**config.mk**
```make
export PLATFORM = sky130hd
export DESIGN_NAME = led_blink_oneshot_controller_flat
export DESIGN_NICKNAME = d
export VERILOG_FILES = /design/src/sv/lbo_pkg.sv /design/src/sv/lbo_if.sv /design/src/sv/lbo_apb_regs.sv /design/src/sv/lbo_cmd_reg.sv /design/src/sv/lbo_lamp_core.sv /design/src/sv/led_blink_oneshot_controller.sv /design/src/flat_wrapper.sv
export SDC_FILE = /design/constraint.sdc
export NUM_CORES = 1
export LEC_CHECK = 0
export ABC_AREA = 1
export BUFFER_PORTS_ARGS = -buffer_cell sky130_fd_sc_hd__buf_2
export CAP_MARGIN = 20
export CORE_ASPECT_RATIO = 0.5
export CORE_MARGIN = 8
export CORE_UTILIZATION = 63
export CTS_CLUSTER_SIZE = 16
export DETAILED_ROUTE_END_ITERATION = 8
export PLACE_DENSITY = 0.91
export RECOVER_POWER = 25
export SLEW_MARGIN = 20
export SYNTH_ARGS = -nofsm -noshare
export SYNTH_HDL_FRONTEND = slang
export SYNTH_SLANG_ARGS = --single-unit
```
**constraint.sdc**
```tcl
create_clock -name clk -period 6.7 [get_ports clk]
set_input_delay 1.675 -clock clk [delete_from_list [all_inputs] [get_ports clk]]
set_output_delay 1.675 -clock clk [all_outputs]
set_load 0.01 [all_outputs]
```
**src/sv/lbo_pkg.sv**
```systemverilog
// Package with shared types and constants for the LED blink one-shot controller.
`timescale 1ns / 1ps

package lbo_pkg;

    // Number of lamps in the row and the width of the lamp state field.
    localparam int NUM_LAMPS   = 11;
    localparam int LAMP_W      = 11;
    localparam int LAMP_IDX_W  = 4;

    // Time and configuration widths.
    localparam int TIME_W      = 32;
    localparam int CFG_W       = 16;
    localparam int APB_DATA_W  = 32;
    localparam int APB_ADDR_W  = 3;

    // Configuration reset values.
    localparam logic [CFG_W-1:0] ONESHOT_MS_RST     = 16'd50;
    localparam logic [CFG_W-1:0] HALF_PERIOD_MS_RST = 16'd250;

    // Register indexes (byte address divided by four).
    localparam logic REG_ONESHOT_MS     = 1'b0;
    localparam logic REG_HALF_PERIOD_MS = 1'b1;

    // Command codes.
    typedef enum logic [1:0] {
        FUNC_ON    = 2'd0,
        FUNC_OFF   = 2'd1,
        FUNC_BLINK = 2'd2,
        FUNC_TICK  = 2'd3
    } func_t;

    // One command request as held in the input register.
    typedef struct packed {
        func_t                  func;
        logic [LAMP_IDX_W-1:0]  lamp_index;
        logic                   oneshot;
    } cmd_t;

    // Configuration values handed to the lamp core.
    typedef struct packed {
        logic [CFG_W-1:0] oneshot_ms;
        logic [CFG_W-1:0] half_period_ms;
    } cfg_t;

endpackage

```
**src/sv/lbo_if.sv**
```systemverilog
// Valid/ready interfaces for the command and lamp state channels.
`timescale 1ns / 1ps

interface lbo_cmd_if;
    import lbo_pkg::*;

    logic                  valid;
    logic                  ready;
    func_t                 func;
    logic [LAMP_IDX_W-1:0] lamp_index;
    logic                  oneshot;

    modport source (output valid, output func, output lamp_index, output oneshot,
                    input ready);
    modport sink   (input valid, input func, input lamp_index, input oneshot,
                    output ready);
endinterface

interface lbo_res_if;
    import lbo_pkg::*;

    logic              valid;
    logic              ready;
    logic [LAMP_W-1:0] lamp_states;

    modport source (output valid, output lamp_states, input ready);
    modport sink   (input valid, input lamp_states, output ready);
endinterface

```
**src/sv/lbo_apb_regs.sv**
```systemverilog
// APB configuration registers: one-shot time and blink half period.
`timescale 1ns / 1ps

module lbo_apb_regs (
    input  logic                             clk,
    input  logic                             rst_n,
    input  logic                             psel,
    input  logic                             penable,
    input  logic                             pwrite,
    input  logic [lbo_pkg::APB_ADDR_W-1:0]   paddr,
    input  logic [lbo_pkg::APB_DATA_W-1:0]   pwdata,
    output logic [lbo_pkg::APB_DATA_W-1:0]   prdata,
    output logic                             pready,
    output lbo_pkg::cfg_t                    cfg
);
    import lbo_pkg::*;

    logic [CFG_W-1:0] oneshot_ms_reg;
    logic [CFG_W-1:0] half_period_ms_reg;
    logic             wr_en;
    logic             reg_sel;

    // Word select: the register index is the byte address divided by four.
    assign reg_sel = paddr[2];
    assign wr_en   = psel && penable && pwrite;
    assign pready  = 1'b1;

    // Register writes.
    always_ff @(posedge clk or negedge rst_n)
    begin
        if (!rst_n)
        begin
            oneshot_ms_reg     <= ONESHOT_MS_RST;
            half_period_ms_reg <= HALF_PERIOD_MS_RST;
        end
        else if (wr_en)
        begin
            case (reg_sel)
                REG_ONESHOT_MS:     oneshot_ms_reg     <= pwdata[CFG_W-1:0];
                REG_HALF_PERIOD_MS: half_period_ms_reg <= pwdata[CFG_W-1:0];
                default:            ;
            endcase
        end
    end

    // Read back, zero extended.
    always_comb
    begin
        case (reg_sel)
            REG_ONESHOT_MS:     prdata = {{(APB_DATA_W-CFG_W){1'b0}}, oneshot_ms_reg};
            REG_HALF_PERIOD_MS: prdata = {{(APB_DATA_W-CFG_W){1'b0}}, half_period_ms_reg};
            default:            prdata = '0;
        endcase
    end

    assign cfg.oneshot_ms     = oneshot_ms_reg;
    assign cfg.half_period_ms = half_period_ms_reg;

endmodule

```
**src/sv/lbo_cmd_reg.sv**
```systemverilog
// Input register stage that captures one command request per cycle while it is empty or drains.
`timescale 1ns / 1ps

module lbo_cmd_reg (
    input  logic           clk,
    input  logic           rst_n,
    lbo_cmd_if.sink        cmd,
    output logic           stg_valid,
    input  logic           stg_take,
    output lbo_pkg::cmd_t  stg_cmd
);
    import lbo_pkg::*;

    logic valid_reg;
    logic valid_next;
    cmd_t cmd_reg;

    // A new request is taken when the stage is empty or drains this cycle.
    assign cmd.ready  = !valid_reg || stg_take;
    assign valid_next = cmd.valid || (valid_reg && !stg_take);

    always_ff @(posedge clk or negedge rst_n)
    begin
        if (!rst_n)
        begin
            valid_reg <= 1'b0;
        end
        else if (cmd.ready)
        begin
            valid_reg <= valid_next;
        end
    end

    // Payload needs no reset.
    always_ff @(posedge clk)
    begin
        if (cmd.valid && cmd.ready)
        begin
            cmd_reg.func       <= cmd.func;
            cmd_reg.lamp_index <= cmd.lamp_index;
            cmd_reg.oneshot    <= cmd.oneshot;
        end
    end

    assign stg_valid = valid_reg;
    assign stg_cmd   = cmd_reg;

endmodule

```
**src/sv/lbo_lamp_core.sv**
```systemverilog
// Lamp state, millisecond time base and the registered lamp state result.
`timescale 1ns / 1ps

module lbo_lamp_core (
    input  logic           clk,
    input  logic           rst_n,
    input  lbo_pkg::cfg_t  cfg,
    input  logic           stg_valid,
    output logic           stg_take,
    input  lbo_pkg::cmd_t  stg_cmd,
    lbo_res_if.source      res
);
    import lbo_pkg::*;

    logic [NUM_LAMPS-1:0] blinking_reg, blinking_next;
    logic [NUM_LAMPS-1:0] armed_reg, armed_next;
    logic [NUM_LAMPS-1:0] lit_reg, lit_next;
    logic [TIME_W-1:0]    deadline_reg [NUM_LAMPS];
    logic [TIME_W-1:0]    deadline_next [NUM_LAMPS];
    logic [TIME_W-1:0]    now_ms_reg, now_ms_next;
    logic [TIME_W-1:0]    last_toggle_reg, last_toggle_next;
    logic                 phase_reg, phase_next;
    logic                 out_valid_reg, out_valid_next;
    logic [LAMP_W-1:0]    out_lamps_reg, out_lamps_next;

    logic [TIME_W-1:0]    now_inc;
    logic [TIME_W-1:0]    toggle_at;
    logic [TIME_W-1:0]    shot_deadline;
    logic                 toggle_hit;
    logic [NUM_LAMPS-1:0] hit;

    // The request is applied when the result register is free or drains.
    assign stg_take = stg_valid && (!out_valid_reg || res.ready);

    // Time arithmetic shared by all lamps.
    assign now_inc       = now_ms_reg + 32'd1;
    assign toggle_at     = last_toggle_reg + {{(TIME_W-CFG_W){1'b0}}, cfg.half_period_ms};
    assign toggle_hit    = now_inc > toggle_at;
    assign shot_deadline = now_ms_reg + {{(TIME_W-CFG_W){1'b0}}, cfg.oneshot_ms};

    // Lamp addressed by an on, off or blink request.
    always_comb
    begin
        for (int i = 0; i < NUM_LAMPS; i++)
        begin
            hit[i] = (stg_cmd.lamp_index == LAMP_IDX_W'(i));
        end
    end

    // Next lamp and time state for the request being applied.
    always_comb
    begin
        blinking_next    = blinking_reg;
        armed_next       = armed_reg;
        lit_next         = lit_reg;
        deadline_next    = deadline_reg;
        now_ms_next      = now_ms_reg;
        last_toggle_next = last_toggle_reg;
        phase_next       = phase_reg;
        if (stg_take)
        begin
            case (stg_cmd.func)
                FUNC_ON:
                begin
                    blinking_next = blinking_reg & ~hit;
                    lit_next      = lit_reg | hit;
                end
                FUNC_OFF:
                begin
                    blinking_next = blinking_reg & ~hit;
                    lit_next      = lit_reg & ~hit;
                end
                FUNC_BLINK:
                begin
                    blinking_next = blinking_reg | hit;
                    if (stg_cmd.oneshot)
                    begin
                        armed_next = armed_reg | hit;
                        lit_next   = lit_reg | hit;
                        for (int i = 0; i < NUM_LAMPS; i++)
                        begin
                            if (hit[i])
                            begin
                                deadline_next[i] = shot_deadline;
                            end
                        end
                    end
                end
                FUNC_TICK:
                begin
                    now_ms_next = now_inc;
                    // Expire one-shot lamps whose deadline is now past.
                    for (int i = 0; i < NUM_LAMPS; i++)
                    begin
                        if (blinking_reg[i] && armed_reg[i] && (deadline_reg[i] < now_inc))
                        begin
                            lit_next[i]      = 1'b0;
                            armed_next[i]    = 1'b0;
                            blinking_next[i] = 1'b0;
                            deadline_next[i] = '0;
                        end
                    end
                    // Shared phase toggle drives every blinking, unarmed lamp.
                    if (toggle_hit)
                    begin
                        phase_next       = !phase_reg;
                        last_toggle_next = now_inc;
                        for (int i = 0; i < NUM_LAMPS; i++)
                        begin
                            if (blinking_next[i] && !armed_next[i])
                            begin
                                lit_next[i] = !phase_reg;
                            end
                        end
                    end
                end
                default: ;
            endcase
        end
    end

    // Result register contents.
    always_comb
    begin
        out_valid_next = out_valid_reg && !res.ready;
        out_lamps_next = out_lamps_reg;
        if (stg_take)
        begin
            out_valid_next = 1'b1;
            for (int i = 0; i < LAMP_W; i++)
            begin
                out_lamps_next[i] = (i < NUM_LAMPS) ? lit_next[i % NUM_LAMPS] : 1'b0;
            end
        end
    end

    // Control and lamp state registers.
    always_ff @(posedge clk or negedge rst_n)
    begin
        if (!rst_n)
        begin
            blinking_reg    <= '0;
            armed_reg       <= '0;
            lit_reg         <= '0;
            now_ms_reg      <= '0;
            last_toggle_reg <= '0;
            phase_reg       <= 1'b0;
            out_valid_reg   <= 1'b0;
        end
        else
        begin
            blinking_reg    <= blinking_next;
            armed_reg       <= armed_next;
            lit_reg         <= lit_next;
            now_ms_reg      <= now_ms_next;
            last_toggle_reg <= last_toggle_next;
            phase_reg       <= phase_next;
            out_valid_reg   <= out_valid_next;
        end
    end

    // Deadlines are only read while armed, so they need no reset.
    always_ff @(posedge clk)
    begin
        deadline_reg  <= deadline_next;
        out_lamps_reg <= out_lamps_next;
    end

    assign res.valid       = out_valid_reg;
    assign res.lamp_states = out_lamps_reg;

    // State only moves when a request is applied.
    a_hold_when_idle: assert property (@(posedge clk) disable iff (!rst_n)
        !stg_take |=> $stable(lit_reg) && $stable(now_ms_reg) && $stable(phase_reg))
        else $error("lamp state changed without a request");

    // A tick advances the millisecond count by exactly one.
    a_tick_advances: assert property (@(posedge clk) disable iff (!rst_n)
        (stg_take && stg_cmd.func == FUNC_TICK) |=> now_ms_reg == $past(now_ms_reg) + 32'd1)
        else $error("tick did not advance the millisecond count");

    // The result presented matches the lamp state left by the request.
    a_result_matches: assert property (@(posedge clk) disable iff (!rst_n)
        stg_take |=> out_valid_reg && (out_lamps_reg[NUM_LAMPS-1:0] == lit_reg))
        else $error("result does not match lamp state");

endmodule

```
**src/sv/led_blink_oneshot_controller.sv**
```systemverilog
// Top level of the LED blink controller with one-shot flashes.
//
//   Channel  Dir  Handshake         Payload
//   cmd      in   valid/ready       func, lamp_index, oneshot
//   res      out  valid/ready       lamp_states
//   apb      in   psel/penable      two 16-bit registers at byte 0 and 4
//
// One command request is accepted every cycle while cmd.ready is high; its result
// passes through the input register and then the result register before it is
// presented on res.
// All lamps are updated in parallel in the single pass between those registers.
// Reset is immediate: no clearing pass, the block accepts requests right after it.
// When res stalls the result register holds, and the input register still
// absorbs one more request before cmd.ready drops.
`timescale 1ns / 1ps

module led_blink_oneshot_controller (
    input  logic                           clk,
    input  logic                           rst_n,
    lbo_cmd_if.sink                        cmd,
    lbo_res_if.source                      res,
    input  logic                           psel,
    input  logic                           penable,
    input  logic                           pwrite,
    input  logic [lbo_pkg::APB_ADDR_W-1:0] paddr,
    input  logic [lbo_pkg::APB_DATA_W-1:0] pwdata,
    output logic [lbo_pkg::APB_DATA_W-1:0] prdata,
    output logic                           pready
);
    import lbo_pkg::*;

    cfg_t cfg;
    cmd_t stg_cmd;
    logic stg_valid;
    logic stg_take;

    // Configuration registers.
    lbo_apb_regs u_regs (
        .clk     (clk),
        .rst_n   (rst_n),
        .psel    (psel),
        .penable (penable),
        .pwrite  (pwrite),
        .paddr   (paddr),
        .pwdata  (pwdata),
        .prdata  (prdata),
        .pready  (pready),
        .cfg     (cfg)
    );

    // Input register.
    lbo_cmd_reg u_cmd (
        .clk       (clk),
        .rst_n     (rst_n),
        .cmd       (cmd),
        .stg_valid (stg_valid),
        .stg_take  (stg_take),
        .stg_cmd   (stg_cmd)
    );

    // Lamp state update and result register.
    lbo_lamp_core u_core (
        .clk       (clk),
        .rst_n     (rst_n),
        .cfg       (cfg),
        .stg_valid (stg_valid),
        .stg_take  (stg_take),
        .stg_cmd   (stg_cmd),
        .res       (res)
    );

endmodule
```
**src/flat_wrapper.sv**
```systemverilog
// flat-port wrapper written by rule: the top's interface ports become plain ports
module led_blink_oneshot_controller_flat import lbo_pkg::*;
  (clk, rst_n, psel, penable, pwrite, paddr, pwdata, prdata, pready, cmd_valid, cmd_func, cmd_lamp_index, cmd_oneshot, cmd_ready, res_valid, res_lamp_states, res_ready);
  lbo_cmd_if cmd_i ();
  lbo_res_if res_i ();
  input  logic clk;
  input  logic rst_n;
  input  logic psel;
  input  logic penable;
  input  logic pwrite;
  input  logic [lbo_pkg::APB_ADDR_W-1:0] paddr;
  input  logic [lbo_pkg::APB_DATA_W-1:0] pwdata;
  output logic [lbo_pkg::APB_DATA_W-1:0] prdata;
  output logic pready;
  input wire logic [$bits(cmd_i.valid)-1:0] cmd_valid;
  input wire logic [$bits(cmd_i.func)-1:0] cmd_func;
  input wire logic [$bits(cmd_i.lamp_index)-1:0] cmd_lamp_index;
  input wire logic [$bits(cmd_i.oneshot)-1:0] cmd_oneshot;
  output wire logic [$bits(cmd_i.ready)-1:0] cmd_ready;
  output wire logic [$bits(res_i.valid)-1:0] res_valid;
  output wire logic [$bits(res_i.lamp_states)-1:0] res_lamp_states;
  input wire logic [$bits(res_i.ready)-1:0] res_ready;
  assign cmd_i.valid = cmd_valid;
  assign cmd_i.func = cmd_func;
  assign cmd_i.lamp_index = cmd_lamp_index;
  assign cmd_i.oneshot = cmd_oneshot;
  assign cmd_ready = cmd_i.ready;
  assign res_valid = res_i.valid;
  assign res_lamp_states = res_i.lamp_states;
  assign res_i.ready = res_ready;
  led_blink_oneshot_controller u_core (.clk(clk), .rst_n(rst_n), .cmd(cmd_i), .res(res_i), .psel(psel), .penable(penable), .pwrite(pwrite), .paddr(paddr), .pwdata(pwdata), .prdata(prdata), .pready(pready));
endmodule
```
---- Word level (Yosys, flattened, before mapping) ----
Cells that the tools add are included.
word-level totals
  logic and storage cells ................. 282
  bits of input ports ..................... 49
  output and inout port bits .............. 46
  register bits ........................... 502
operators by class
  muxes and demuxes ....................... 121
  bitwise logic cells ..................... 7
  eq/ne operators ......................... 36
  reduce and logical (&&, ||, !) cells .... 78
  $lt $le $gt $ge ......................... 12
  add/subtract/negate cells ............... 3
operators with widths
  cell                                                                    number
  32-bit two-way mux                                                      22
  352-bit one-hot mux with 2 select lines                                 1
  32-bit less-than comparator                                             11
  352-bit two-way mux                                                     1
  1-bit two-way mux                                                       89
  32-bit by 16-bit adder with 32-bit output                               2
  32-bit one-hot mux with 2 select lines                                  1
  5-bit AND reduction                                                     11
  11-bit two-way mux                                                      4
  2-bit inequality test (second input constant)                           22
  11-bit one-hot mux with 4 select lines                                  1
  1-bit logical AND                                                       39
  11-bit OR                                                               3
  11-bit one-hot mux with 3 select lines                                  1
  32-bit by 1-bit adder with 32-bit output (second input constant)        1
  32-bit greater-than comparator                                          1
  11-bit AND                                                              2
  11-bit one-hot mux with 2 select lines                                  1
  4-bit by 3-bit equality test with 1-bit output (second input constant)  4
  1-bit zero test                                                         16
  4-bit equality test (second input constant)                             3
  11-bit inverter                                                         1
  4-bit by 2-bit equality test with 1-bit output (second input constant)  2
  2-bit AND reduction                                                     3
  11 further kinds                                                        15

---- Logic depth before layout (Yosys ltp) ----
  depth in word-level cells ............... 12
  mapped depth ............................ 26
  depth with buffers taken out ............ 26

---- By module ----
A second synthesis with hierarchy kept.
second synthesis, totals
  cells, all modules ...................... 2,983
  area, all modules ....................... 29,325.6 µm²
by module, submodules not included
  module         seq. area each (µm²)  area each (µm²)  times used  cells each
  lbo_lamp_core  13,377.8              27,431.3         1           2,757
  lbo_apb_regs   812.0                 1,639.1          1           213
  lbo_cmd_reg    235.2                 255.2            1           13

---- Worst setup path before layout ----
No wires, ideal clock.
  path type ............................... reg-to-reg
  start point ............................. register u_core.u_core.now_ms_reg[0]
  end point ............................... register u_core.u_core.deadline_reg[32] (netlist bit) (enable)
  slack ................................... 1,697 ps
  setup time .............................. 432 ps
  data arrival time ....................... 4,571 ps
  buffers on the path ..................... 0
  data required time ...................... 6,268 ps
  clock period less this slack ............ 5,003 ps
  cell stages (with the launch flop) ...... 17
  cells stage by stage .................... dfrtp_1 ha_1 nand3_2 nor3_4 nand3_2 nor2_4 nand2_4 nor2_4 nand3_2 xor2_1 ha_1 nand2_1 o21ai_0 o21ba_2 nor2_1 nand2_1 a21oi_1
on the way
  word-level cells in the longest chain between the ends .. 5
ends and longest elaborated chain
  what                                      line                  source
  start, declared                           lbo_lamp_core.sv:20   logic [TIME_W-1:0] now_ms_reg, now_ms_next;
  start signal, assigned                    lbo_lamp_core.sv:155  now_ms_reg <= now_ms_next;
  32-bit by 1-bit adder with 32-bit output  lbo_lamp_core.sv:36   assign now_inc = now_ms_reg + 32'd1;
  32-bit less-than comparator               lbo_lamp_core.sv:95   if (blinking_reg[i] && armed_reg[i] && (deadline_reg[i] < now_inc))
  1-bit logical AND                         lbo_lamp_core.sv:95
  2-bit inequality test (no source line)    --
  5-bit AND reduction (no source line)      --
  end signal, assigned                      lbo_lamp_core.sv:165  deadline_reg <= deadline_next;
  end, declared                             lbo_lamp_core.sv:18   logic [TIME_W-1:0] deadline_reg [NUM_LAMPS];
Every way passes these cells.
A chain may end at the register's enable or synchronous reset.

---- Worst setup path in the final report ----
  start point ............................. register u_core.u_core.now_ms_reg[0]
  end point ............................... register u_core.u_core.deadline_reg[65] (netlist bit) (enable)
on the way
  word-level cells in the longest chain between the ends .. 5
ends and longest elaborated chain
  what                                      line                 source
  32-bit by 1-bit adder with 32-bit output  lbo_lamp_core.sv:36
  net u_core.u_core.now_inc[25]             lbo_lamp_core.sv:26  logic [TIME_W-1:0] now_inc;
  32-bit less-than comparator               lbo_lamp_core.sv:95
  1-bit logical AND                         lbo_lamp_core.sv:95
  2-bit inequality test (no source line)    --
  5-bit AND reduction (no source line)      --
The timed path passes the listed nets, and every way through them passes these cells.

==> key figures <==
Global routing
  – First-pass GRT wire length: 125 mm
  – GRT Residual Overflow: 0
  – Vias in the first global route: 24100
  – All-Layer GR Usage: 29.1%
  – Initial antenna violation count: 0
  – Largest net degree at the start of global routing: 73

Route
  – DRC viols: 0
  – DR pass1 iterations: 8
  – Avg Vias per Cell: 6.50
  – Drt initial violations: roughly 3200
  – Wire per inst: roughly 22 um
  – Post-DRT Antenna Nets: 0
  – Via count: 23800
  – Total Wirelength: 81.0 mm

Synth
  – Avg Inst Size Synth: 9.91 sq um
  – Share of the synthesized area in the top cell type: 38.2%
  – Post-synth top cells: nand2_1 (648), ha_1 (406), edfxtp_1 (370), inv_1 (284), a21oi_1 (239)
  – Main synth FF type: edfxtp_1
  – Synth Area in Simple Gates: between 15 and 20%
  – Area leader, netlist: edfxtp_1
  – Largest family of logic cells by synthesized area: adder cells
  – Yosys warns: 0
  – Post-synthesis compound-gate area fraction: 11.0%
  – Post-synthesis sequential area ratio: 49.6%
  – Largest cells by area after synthesis: edfxtp_1 (38%), ha_1 (17%), dfrtp_1 (11%)
  – Async set-reset flop share out of synthesis: 26.3%
  – Mapped Cells: approximately 2900
  – Count leader, synth: nand2_1
  – Post-synthesis xor/xnor area fraction: 1.77%
  – Post-synthesis mux area share: 0%
  – Synthesized flop and latch total: 502
  – Synth Cell Area: 29100 sq um
  – Post-Synth Adder-Cell Area: 17.6%
  – Distinct cells, synth: 59
  – Post-synth EDFFs: 370

CTS
  – Post-CTS setup buffers: 0
  – Clock Sink Count: ~500
  – Post-CTS Hold Buffers: 0
  – H-tree levels: 2
  – Worst-skew pair later-pin latency: 590 ps
  – Clock-pin slew on the worst setup and hold paths: 60 ps
  – TritonCTS clock tree: done
  – CTS root buffer: clkbuf_16
  – TritonCTS buffer count: between 40 and 50
  – Clock Path Buffers: 3
  – Post-CTS resize count: 0

Worst setup path
  – WP data required: 6960 ps
  – Critical path class: flop to flop
  – Max Fanout on Critical Path: 20
  – Nature of the critical path endpoint: flop
  – CP arrival: 6060 ps
  – CP startpoint kind: flop

Timing
  – Clock period minus worst slack: 5800 ps
  – Final worst slack: about 900 ps
  – Count of final setup violators: 0
  – Unrepaired setup endpoints after global routing: no
  – Clock skew: 28.5 ps
  – Tcrit/Tclk final: 86.6%
  – Rel. slew slack: -161%
  – Setup_tns: 0 ps
  – Max Slew Vio Count: 144
  – Worst slew pin tran: 3910 ps
  – Fin. Hold Viols: 0
  – Fmax: 172 MHz

Status
  – Status: finished with violations
  – Failing checks: max-capacitance violations, max-slew violations

Power and ir drop
  – Leakage power: 14.1 nW
  – PwrDens: 282 nW/um^2
  – Worst VDD drop: roughly 0.00021 V

Run
  – Max Cap Viol: 3

Placement
  – DP Worst Slack: about 1200 ps
  – RD Place Congestion: just over 0.9
  – Placed Area: about 30000 sq um
  – Number of port buffers: 59
  – Post-DP HPWL: 53.0 mm
  – DP Cell Count: 3578

Floorplan
  – Site row count: 55
  – I/O pins: 95
  – Die Height: 168 um
  – Die width: 320 um
  – Initial Utilization: 64.1%
  – Core Region: 45300 sq um
  – Die area: between 50000 and 60000 sq um

Cells and area
  – Layout cell share with drive strength beyond 1: 7.32%
  – Nets: 3486
  – Fillers: 2748
  – Layout area overhead: 9.14%
  – Cell area after layout: 31700 sq um
  – Final non-filler cell total: around 3700
  – Max reg flops: roughly 350

Min path
  – Hold/Removal Path Class: flop to flop
## metrics by stage
step                      hold WS [ps]  power [mW]  util [%]
after global routing               524        9.31      70.0
after global placement             469        6.05      66.8
after floorplan                    456        5.44         -
final                              503        8.94      70.0
after detailed placement           482        6.25      66.8
after CTS                          496        8.86      70.0
## power by group
group | switching (mW) | total, mW | internal (mW)
Sequential | 0.201 | 3.95 | 3.75
Combinational | 1.64 | 2.39 | 0.746
Clock | 1.20 | 2.61 | 1.40
Total | 3.04 | 8.94 | 5.90
## metal layers
layer | part of all wire, % | wire, um | up-vias | track usage (%)
met5 | 0.047 | 38 | - | 0
met4 | 6.3 | 5110 | 2 | 16.3
met3 | 12 | 9690 | 449 | 6.84
met2 | 46 | 37500 | 1736 | 48.2
met1 | 35 | 28700 | 11200 | 35.1
li1 | - | - | 10400 | -
## cell type report
| cell class | count | area [sq um] | area share, % |
|---|---|---|---|
| diodes | 1 | 2.50 | 0.00788 |
| clock buffers | 54 | 1200 | 3.78 |
| clock inverters | 27 | 231 | 0.729 |
| inverters | 297 | 1110 | 3.51 |
| multi-input cells | 2085 | 13400 | 42.3 |
| flip-flops and latches | 502 | 14400 | 45.5 |
| well taps | 598 | 748 | 2.36 |
| repair buffers | 97 | 584 | 1.84 |
## worst paths after layout
check / start / to / slack [ps] / cells after the start
worst max-delay path: u_core.u_core.now_ms_reg[0] / u_core.u_core.deadline_reg[65] / 900 / 18
worst min-delay path: u_core.u_core.last_toggle_reg[7] / u_core.u_core.last_toggle_reg[7] / 500 / 1
worst max register to register: u_core.u_core.now_ms_reg[0] / u_core.u_core.deadline_reg[65] / 900 / 18
worst min register to register: u_core.u_core.last_toggle_reg[7] / u_core.u_core.last_toggle_reg[7] / 500 / 1
max in group asynchronous: rst_n / u_core.u_core.now_ms_reg[16] / 1830 / 2
min in group asynchronous: rst_n / u_core.u_core.now_ms_reg[2] / 2450 / 1
## layout by cell type (no fill, tap or decap), types with 17 or more instances in the layout
master,n
dfrtp_1,123
edfxtp_1,370
a21oi_1,228
nand2_1,648
ha_1,406
buf_2,45
o21ai_0,215
nor4_1,18
conb_1,17
nor2_1,140
clkbuf_16,46
clkbuf_1,24
o21a_1,44
nand4_1,52
nor3_1,44
nand3_1,79
xor2_1,40
buf_4,31
inv_1,284
## critical path, stage by stage (launching register included)
cell,delay [ps]
dfrtp_1,850
inv_1,170
nor3_2,420
nand2_1,250
nor2_2,170
inv_2,90
nor2_2,130
nand2_1,110
xor2_1,480
inv_1,490
ha_1,440
a21oi_1,160
o21ai_0,140
a21oi_1,170
nand2_1,80
nor2_1,90
nand2_1,220
a21oi_4,650
buf_4,360
## cells by family (layout without fill, tap and decap cells)
| family | count (synthesis) | count (layout) |
|---|---|---|
| AO/OA/AOI/OAI | 583 | 583 |
| adder cells (fa/ha/maj) | 408 | 408 |
| flip-flops | 502 | 502 |
| AND/OR/NAND/NOR | 1023 | 1023 |
| XOR/XNOR | 54 | 54 |
| other | 2 | 18 |
| buffers and inverters | 361 | 475 |
No activity file was read; power rests on OpenSTA's default activity.
